`src/rtl/core/wmm_pkg.sv`:
```
// Package for the window min/max filter: payload structs and fixed constants.
// Has no dependencies; wmm_lane and the top level import it.
package wmm_pkg;

   localparam int unsigned PIX_W = 32;
   localparam logic [7:0] CHAN_MAX = 8'd255;
   localparam logic [7:0] CHAN_MIN = 8'd0;

   localparam logic [1:0] REG_RADIUS = 2'd0;
   localparam logic [1:0] REG_TAKE_MAX = 2'd1;
   localparam logic [1:0] REG_WIDTH = 2'd2;
   localparam logic [1:0] REG_HEIGHT = 2'd3;

   localparam logic REQ_PIXEL = 1'b0;
   localparam logic REQ_DRAIN = 1'b1;

   typedef struct packed {
      logic       req_type;
      logic [7:0] in_red;
      logic [7:0] in_green;
      logic [7:0] in_blue;
      logic [7:0] in_alpha;
   } req_payload_type;

   typedef struct packed {
      logic [7:0] out_red;
      logic [7:0] out_green;
      logic [7:0] out_blue;
      logic [7:0] out_alpha;
      logic       frame_last;
   } rsp_payload_type;

   // One lane's compare command.
   typedef struct packed {
      logic first;
      logic take_max;
   } lane_ctrl_type;

endpackage

```
`src/rtl/core/wmm_lane.sv`:
```
// One channel lane: running min or max of a stream of 8-bit samples.
// Depends on wmm_pkg.
module wmm_lane
   import wmm_pkg::*;
(
   input  logic          clock,
   input  logic          en,
   input  lane_ctrl_type ctrl,
   input  logic [7:0]    sample,
   output logic [7:0]    best
);
   logic [7:0] best_ff;
   logic [7:0] best_in;
   logic [7:0] seed;

   always_comb begin
      seed = ctrl.take_max ? CHAN_MIN : CHAN_MAX;
      if (ctrl.first) begin
         seed = ctrl.take_max ? CHAN_MIN : CHAN_MAX;
      end else begin
         seed = best_ff;
      end
      if (ctrl.take_max) begin
         best_in = (sample > seed) ? sample : seed;
      end else begin
         best_in = (sample < seed) ? sample : seed;
      end
   end

   always_ff @(posedge clock) begin
      if (en) begin
         best_ff <= best_in;
      end
   end

   assign best = best_ff;
endmodule

```
`config.mk`:
```
export PLATFORM = sky130hd
export DESIGN_NAME = wmm_lane
export DESIGN_NICKNAME = d
export VERILOG_FILES = /design/src/rtl/core/wmm_pkg.sv /design/src/rtl/core/wmm_lane.sv
export SDC_FILE = /design/constraint.sdc
export NUM_CORES = 1
export LEC_CHECK = 0
export ABC_AREA = 1
export BUFFER_PORTS_ARGS = -buffer_cell sky130_fd_sc_hd__buf_2
export CORE_ASPECT_RATIO = 0.8
export CORE_UTILIZATION = 52
export CTS_CLUSTER_DIAMETER = 150
export DETAILED_ROUTE_END_ITERATION = 7
export PLACE_DENSITY = 0.8
export SYNTH_ARGS = -nofsm -noshare
export SYNTH_HDL_FRONTEND = slang
export SYNTH_SLANG_ARGS = --single-unit
```
`constraint.sdc`:
```
create_clock -name clock -period 2.2 [get_ports clock]
set_clock_uncertainty 0.05 [all_clocks]
set_input_delay 0.11 -clock clock [delete_from_list [all_inputs] [get_ports clock]]
set_output_delay 0.11 -clock clock [all_outputs]
set_load 0.005 [all_outputs]
```
# ---- Word level (Yosys, flattened, before mapping)
# Index checks and enable logic that the tools add are counted.
# Widths: inputs -> output; s select.
dict set report word_totals {
  reg_bits 8
  inputBits 12
  out_inout_bits 8
}
dict set report op_classes {
  order_cmp 2
  n_mux 5
}
# cell count
set op_table {}
lappend op_table {{$mux 8} 5}
lappend op_table {{$gt 8x8->1} 1}
lappend op_table {{$lt 8x8->1} 1}

# ---- Depth between registers and ports, before layout
# Gate-level depths: netlist of the first run.
dict set report depth {
  depth_word 5
  ltp_mapped 16
}

# ---- Least setup slack after synthesis of the first run
# Ideal clock, no wire load.
dict set report synth_path {
  path_type {reg2reg}
  from {reg best_ff[7] (netlist: best[7])}
  to {reg best_ff[7] (netlist: best[7]) (data pin)}
  setup_time_ns 0.253
  arrival_ns 1.704
  slack_ns 0.193
  path_stages_with_launch 10
  path_buffers 0
  period_less_slack_ns 2.007
  path_cell_list {edfxtp_1 > o21ai_0 > ha_1 > a21o_1 > nor2_8 > nand2_8 > nand2_4 > nand2_1 > nand3_1 > nand2_1}
}
dict set report synth_via {
  elab_chain_len 4
}
# item line
set synth_rtl {}
lappend synth_rtl {{start, declared} wmm_lane.sv:12} ;# logic [7:0] best_ff;
lappend synth_rtl {{start signal, assigned} wmm_lane.sv:32} ;# best_ff <= best_in;
lappend synth_rtl {{$mux 8 *} wmm_lane.sv:18} ;# if (ctrl.first) begin
lappend synth_rtl {{$lt 8x8->1 or $gt 8x8->1 (tied branches)} {wmm_lane.sv:26, wmm_lane.sv:24}}
lappend synth_rtl {{$mux 8 (on tied branches)} {wmm_lane.sv:26, wmm_lane.sv:24}}
lappend synth_rtl {{$mux 8 *} wmm_lane.sv:23} ;# if (ctrl.take_max) begin
lappend synth_rtl {{named net best_in[7]} wmm_lane.sv:13} ;# logic [7:0] best_in;
# Mark *: on every way through the listed nets, which the timed path passes. The rest lies on a longest branch.
# A chain may end at the register's enable or synchronous reset.

# ---- Final worst setup path of the first run
dict set report layout_path {
  from {reg best_ff[5] (netlist: best[5])}
  to {reg best_ff[4] (netlist: best[4]) (data pin)}
}
# The elaborated chain is that of the path after synthesis.

==> metrics, run 1 <==
critical path capture point type register; Final Critical Period 2.11 ns; clock latency on the worst-skew pair 0.25 ns; Die Width 47.6 microns; largest family of logic cells by synthesized area simple AND/OR/NAND/NOR gates; Critical Path Start Type register; sequential fraction of design power 33.8%; Core Area around 0.0015 sq mm; dpl ws between 0.02 and 0.03 ns; placed insts 160; Starting DRT DRC Count 23; mux contribution to synthesized area 0%; share of the synthesized area in the top cell type 27.8%; worst slew pin tran about 0.32 ns; total CTS buffers 3; Slew headroom between 70 and 80%; via count between 800 and 900; initial antenna violation count 0; wire length per cell 11.9 microns; Internal Power 0.374 mW; adder-cell share of the synthesized area 11.6%; DP HPWL 1.63 mm; Worst VDD drop 407 uV; fin crit share 96.1%; pwr dens ~560 mW/mm^2; CTS sink cnt 8; Die Ht 38.4 microns; slowest CP cell edfxtp_1; CTS tree done; PortBufs 19; nets 164; worst endpoint required time 2.15 ns; Syn Nets between 100 and 150; status finished clean; synth top area cells edfxtp_1 (28%), nand3_1 (17%), nand2_1 (13%); reg2reg setup slack 0.09 ns; Area Growth Syn to Fin 23.8%; antenna diode count 0; TritonRoute pass-1 iters 4; synthesized flop and latch total 8; Seq/Total Area, Yosys 27.8%; largest net degree at the start of global routing 14; WS Path Type reg -> reg; FILL cells 134; Final Max Slew Viols 0; multi-input combinational cell area about 570 sq um; All-Layer GR Usage around 26%; CTS clk-pin slew, worst paths ~0.05 ns; Hold WC Path Type in -> reg; # IOs 20; Post-CTS Setup Bufs 0; Sw Share roughly 38%; max incr delay on CP 0.34 ns; Peak Freq 473 MHz; Final Wtd Congestion 0.860; Max-Cap Viols 0; fraction of layout instances using a drive strength above 1 33.1%; Synth Area in Simple Gates 45.7%; Warnings, synthesis 0; cell area after layout ~0.0011 sq mm; max reg flops 8; CP Max Fanout 13; part of the power in the clock network a little under a fifth; die area 0.00183 sq mm; Fin. Hold Viols 0; Netlist Area Pre-Place between 800 and 900 sq um; final worst slack approximately 0.086 ns; Placed Area 0.00103 sq mm; H-tree levels 1; post-synthesis cell type count 19; crit path cell chain o21ai_0 -> buf_4 -> ha_1 -> nand2_1 -> nor2_4 -> nand2_4 -> nand2_8 -> buf_4 -> nand3_1 -> nand3_1 -> nand2_1; Min Hold Slack 0.148 ns; leakage power about 0.56 nW; largest area contributor in the netlist edfxtp_1; Layout Utilization 72.6%; Non-Filler Instances ~160; combinational power share 47.3%; P_sw 0.227 mW; clock root buffer clkbuf_4; DRT antenna net count 0; Initial Util between 50 and 60%; Avg Cell Area, Syn 7.64 sq um; Final setup viols 0; vias per std cell 5.34; Gate Count Post-Synth 113; Longest Clk Path Bufs 2; Reg area 240 sq um; vias in the first global route 789; Core Rows 12; Synth Area in Compound Gates 6.67%; Post-route DRC 0; Total Routed Length around 1.9 mm; first-pass GRT wire length 3.21 mm; CP arrival 2.07 ns; post-synthesis xor/xnor area fraction 0%; Overflow after GRT 0
power groups by stage:
stage                     registers [mW]  logic [mW]  clock network [mW]
after floorplan                    0.207       0.193                   0
after global placement             0.205       0.265                   0
after detailed placement           0.204       0.275                   0
after CTS                          0.202       0.277               0.112
after global routing               0.206       0.317               0.120
final                              0.203       0.284               0.113
synthesized netlist by cell type (all sizes together):
cell type and number:
a21o 1, nand4 1, edfxtp 8, inv 13, nand3 32, o21ai 8
nand2 35, buf 2, a21oi 2, nor2 3, ha 8
worst max-delay path, delay by kind of cell (launching register included):
family | cells | cell delay [ns]
simple gates | 7 | 0.75
buf+inv | 2 | 0.34
fa+ha+maj | 1 | 0.30
compound gates | 1 | 0.07
flops | 1 | 0.34
routing by layer:
layer | up-vias | GRT usage [%] | part of all wire [%]
met1 | 393 | 30.0 | 46
met2 | 24 | 45.2 | 49
met5 | - | 0 | 0
met3 | 4 | 7.55 | 3.7
li1 | 449 | - | -
met4 | 0 | 5.56 | 1.2
cell type report:
cell class | instances | share of cell area (%)
Clock buffer | 3 | 2.11
Tap cell | 21 | 2.46
Timing Repair Buffer | 28 | 15.2
Multi-Input combinational cell | 90 | 53.2
Inverter | 13 | 4.57
Sequential cell | 8 | 22.5
through the flow:
step	TNS (ns)	power [mW]
global route	-0.0155	0.643
detailed placement	0	0.480
global placement	0	0.470
CTS	0	0.590
finish	0	0.600
floorplan	0	0.400
cells by family (layout without fill, tap and decap cells):
logic type | after synthesis | in the layout
compound gates | 11 | 11
fa+ha+maj | 8 | 8
buf+inv | 15 | 44
flops | 8 | 8
simple gates | 71 | 71
path summary, 6_finish.rpt:
| check | from | to | cells after the start |
|---|---|---|---|
| max | best[5] | best[4] | 11 |
| min reg2reg | best[1] | best[1] | 4 |
| min | en | best[1] | 1 |
| max reg2reg | best[5] | best[4] | 11 |
layout by cell type, fill, tap and decap left out, drive strengths merged:
cell type	netlist	final
edfxtp	8	8
clkbuf	0	3
inv	13	13
o21ai	8	8
a21o	1	1
ha	8	8
nand4	1	1
nor2	3	3
nand2	35	35
a21oi	2	2
nand3	32	32
buf	2	28
repair_timing:
action,in CTS,in global routing
setup endpoints to repair,0,8
gates resized for setup,0,9
hold buffers,0,0
Note: power is estimated with default switching activity, not from simulation.
==> inputs of run 2 (changes only) <==
==> constraint.sdc (replaced) <==
create_clock -name clock -period 2.2 [get_ports clock]
set_clock_uncertainty 0.05 [all_clocks]
set_input_delay 0 -clock clock [delete_from_list [all_inputs] [get_ports clock]]
set_output_delay 0 -clock clock [all_outputs]
set_load 0.005 [all_outputs]
==> run 2 against run 1 <==
Global-route usage rose by 1.4 points. Count of clock-buffer cells in the layout did not move. Via count rose by 0.57%. Clock power barely moved. Sequential share of layout area fell by 0.66 points. Die area did not move.
==> metrics, run 2 (synthesized netlist as in run 1, its figures left out) <==
Critical Path Start Type register; TritonRoute pass-1 iters 4 (unchanged); Die Ht 38.4 microns (unchanged); Longest Clk Path Bufs 2 (unchanged); most frequent cells in the layout nand2_1 (31), nand3_1 (30), buf_2 (19); CTS clk-pin slew, worst paths 0.05 ns (about the same); max reg flops 8 (unchanged); Final Critical Period 2.07 ns (-0.0464 ns); Max-Cap Viols 0 (unchanged); Total Routed Length 2.03 mm (+4.2%); nets 166 (+1.2%); CP Max Fanout 9 (-4); Buf/Inv on CP 2 (unchanged); slowest CP cell edfxtp_1; fraction of layout instances using a drive strength above 1 33.3% (+0.23 points); largest net degree at the start of global routing 10 (-4); vias in the first global route 842 (+6.7%); Total Power 0.619 mW (+3.1%); Final setup viols 0 (unchanged); initial antenna violation count 0 (unchanged); fin crit share 94.0% (-2.1 points); worst endpoint required time 2.16 ns (about the same); part of the power in the clock network 18.3% (-0.6 points); Sw Share 37.2% (-0.57 points); Final Max Slew Viols 0 (unchanged); DRT antenna net count 0 (unchanged); vias per std cell 5.30 (-0.64%); die area 0.00183 sq mm (unchanged); antenna diode count 0 (unchanged); multi-input combinational cell area 573 sq um (+0.88%); status finished clean; setup TNS 0 ns (unchanged); Initial Util 58.7% (unchanged); crit path cell chain o21ai_0 -> buf_4 -> ha_1 -> nand2_2 -> nor2_4 -> nand2_4 -> nand2_8 -> buf_4 -> nand3_1 -> nand3_1 -> nand2_1; Reg area 240 sq um (unchanged); # IOs 20 (unchanged); All-Layer GR Usage 26.9% (+1.4 points); Starting DRT DRC Count 29 (+26%); max incr delay on CP 0.34 ns (about the same); FILL cells 128 (-4.5%); CP arrival 2.03 ns (-0.04 ns); WS Path Type reg -> reg; critical path's top delay family simple AND/OR/NAND/NOR gates; wire length per cell 12.3 microns (+2.9%); pwr dens 562 mW/mm^2 (about the same); Post-route DRC 0 (unchanged); Overflow after GRT 0 (unchanged); sequential fraction of design power 32.6% (-1.2 points); Area Growth Syn to Fin 27.5%; total CTS buffers 3 (unchanged); clock root buffer clkbuf_4; Hold WC Path Type in -> reg; clock latency on the worst-skew pair 0.25 ns (about the same); Fin. Hold Viols 0 (unchanged); DP HPWL 1.64 mm (+0.34%); via count 875 (+0.57%); commonest non-fill, non-tap cell in the layout nand2_1; Worst VDD drop 333 uV (-18%); first-pass GRT wire length 3.44 mm (+7.1%); RSZ-0062 raised after global routing no; worst slew pin tran 0.268 ns (-0.0527 ns); Peak Freq 484 MHz (+2.2%); critical path capture point type register; CTS tree done; Internal Power 0.389 mW (+4.0%); Core Rows 12 (unchanged); Final Wtd Congestion 0.833 (-3.1%); combinational power share 49.1% (+1.8 points); CTS sink cnt 8 (unchanged); P_sw 0.230 mW (+1.5%); Slew headroom 81.9% (+3.6 points); leakage power 0.568 nW (+2.2%); PortBufs 19 (unchanged); H-tree levels 1 (unchanged); Core Area 0.00147 sq mm (unchanged); Die Width 47.6 microns (unchanged)
[run 2: cell count changes in the layout (fill, tap and decap cells not counted)]
cell     before  now
o21ai_2       2    0
buf_12        0    1
buf_4         9   10
ha_1          8    7
ha_4          0    1
o21ai_0       3    4
o21ai_1       3    4
[run 2: worst register-to-register path: cells and delay by family (launching register included)]
family	cells	cell delay [ns]
simple gates	7	0.71
flops	1	0.34
buf+inv	2	0.33
fa+ha+maj	1	0.30
compound gates	1	0.09
[run 2: power groups by stage]
stage / combinational (mW) / sequential [mW] / clock (mW)
final: 0.304 / 0.202 / 0.113
after detailed placement: 0.278 / 0.204 / 0
after global placement: 0.267 / 0.203 / 0
after global routing: 0.338 / 0.204 / 0.122
after floorplan: 0.193 / 0.207 / 0
after CTS: 0.281 / 0.201 / 0.116
[run 2: stage by stage]
step                      hold slack, ns  worst slack, ns  cells  instance area, sq um  util, %
after floorplan                   0.0625            0.193    113                   863        -
after global routing              0.0457          0.00248    165                  1100     74.8
after global placement             0.298            0.172    161                  1040     70.5
after detailed placement           0.311            0.120    161                  1040     70.5
after CTS                         0.0469            0.106    164                  1060     72.0
final                             0.0484            0.132    165                  1100     74.8
[run 2: what timing repair did]
| item | CTS | global route |
|---|---|---|
| setup buffers | 0 | 1 |
| setup endpoints to repair | 0 | 8 |
| hold buffers | 0 | 0 |
| resized for setup | 0 | 7 |
| hold endpoints to repair | 0 | 0 |
[run 2: metal layers]
metal | GRT usage, % | vias to the layer above | wire length [microns]
met1 | 31.9 | 389 | 869
li1 | - | 452 | -
met3 | 9.91 | 0 | 116
met5 | 0 | - | 0
met2 | 44.9 | 34 | 1040
met4 | 8.33 | 0 | 0
[run 2: area by class of cell]
| class | instances | share of cell area [%] |
|---|---|---|
| inverters | 13 | 4.43 |
| flip-flops and latches | 8 | 21.8 |
| well taps | 21 | 2.39 |
| repair buffers | 30 | 17.3 |
| clock buffers | 3 | 2.05 |
| multi-input cells | 90 | 52.0 |
[run 2: path summary, 6_finish.rpt]
check | slack [ns] | endpoint | from | cells after the start
worst max register to register | 0.13 | best[4] | best[7] | 11
worst max-delay path | 0.13 | best[4] | best[7] | 11
worst min-delay path | 0.05 | best[1] | en | 1
worst min register to register | 0.69 | best[0] | best[0] | 4
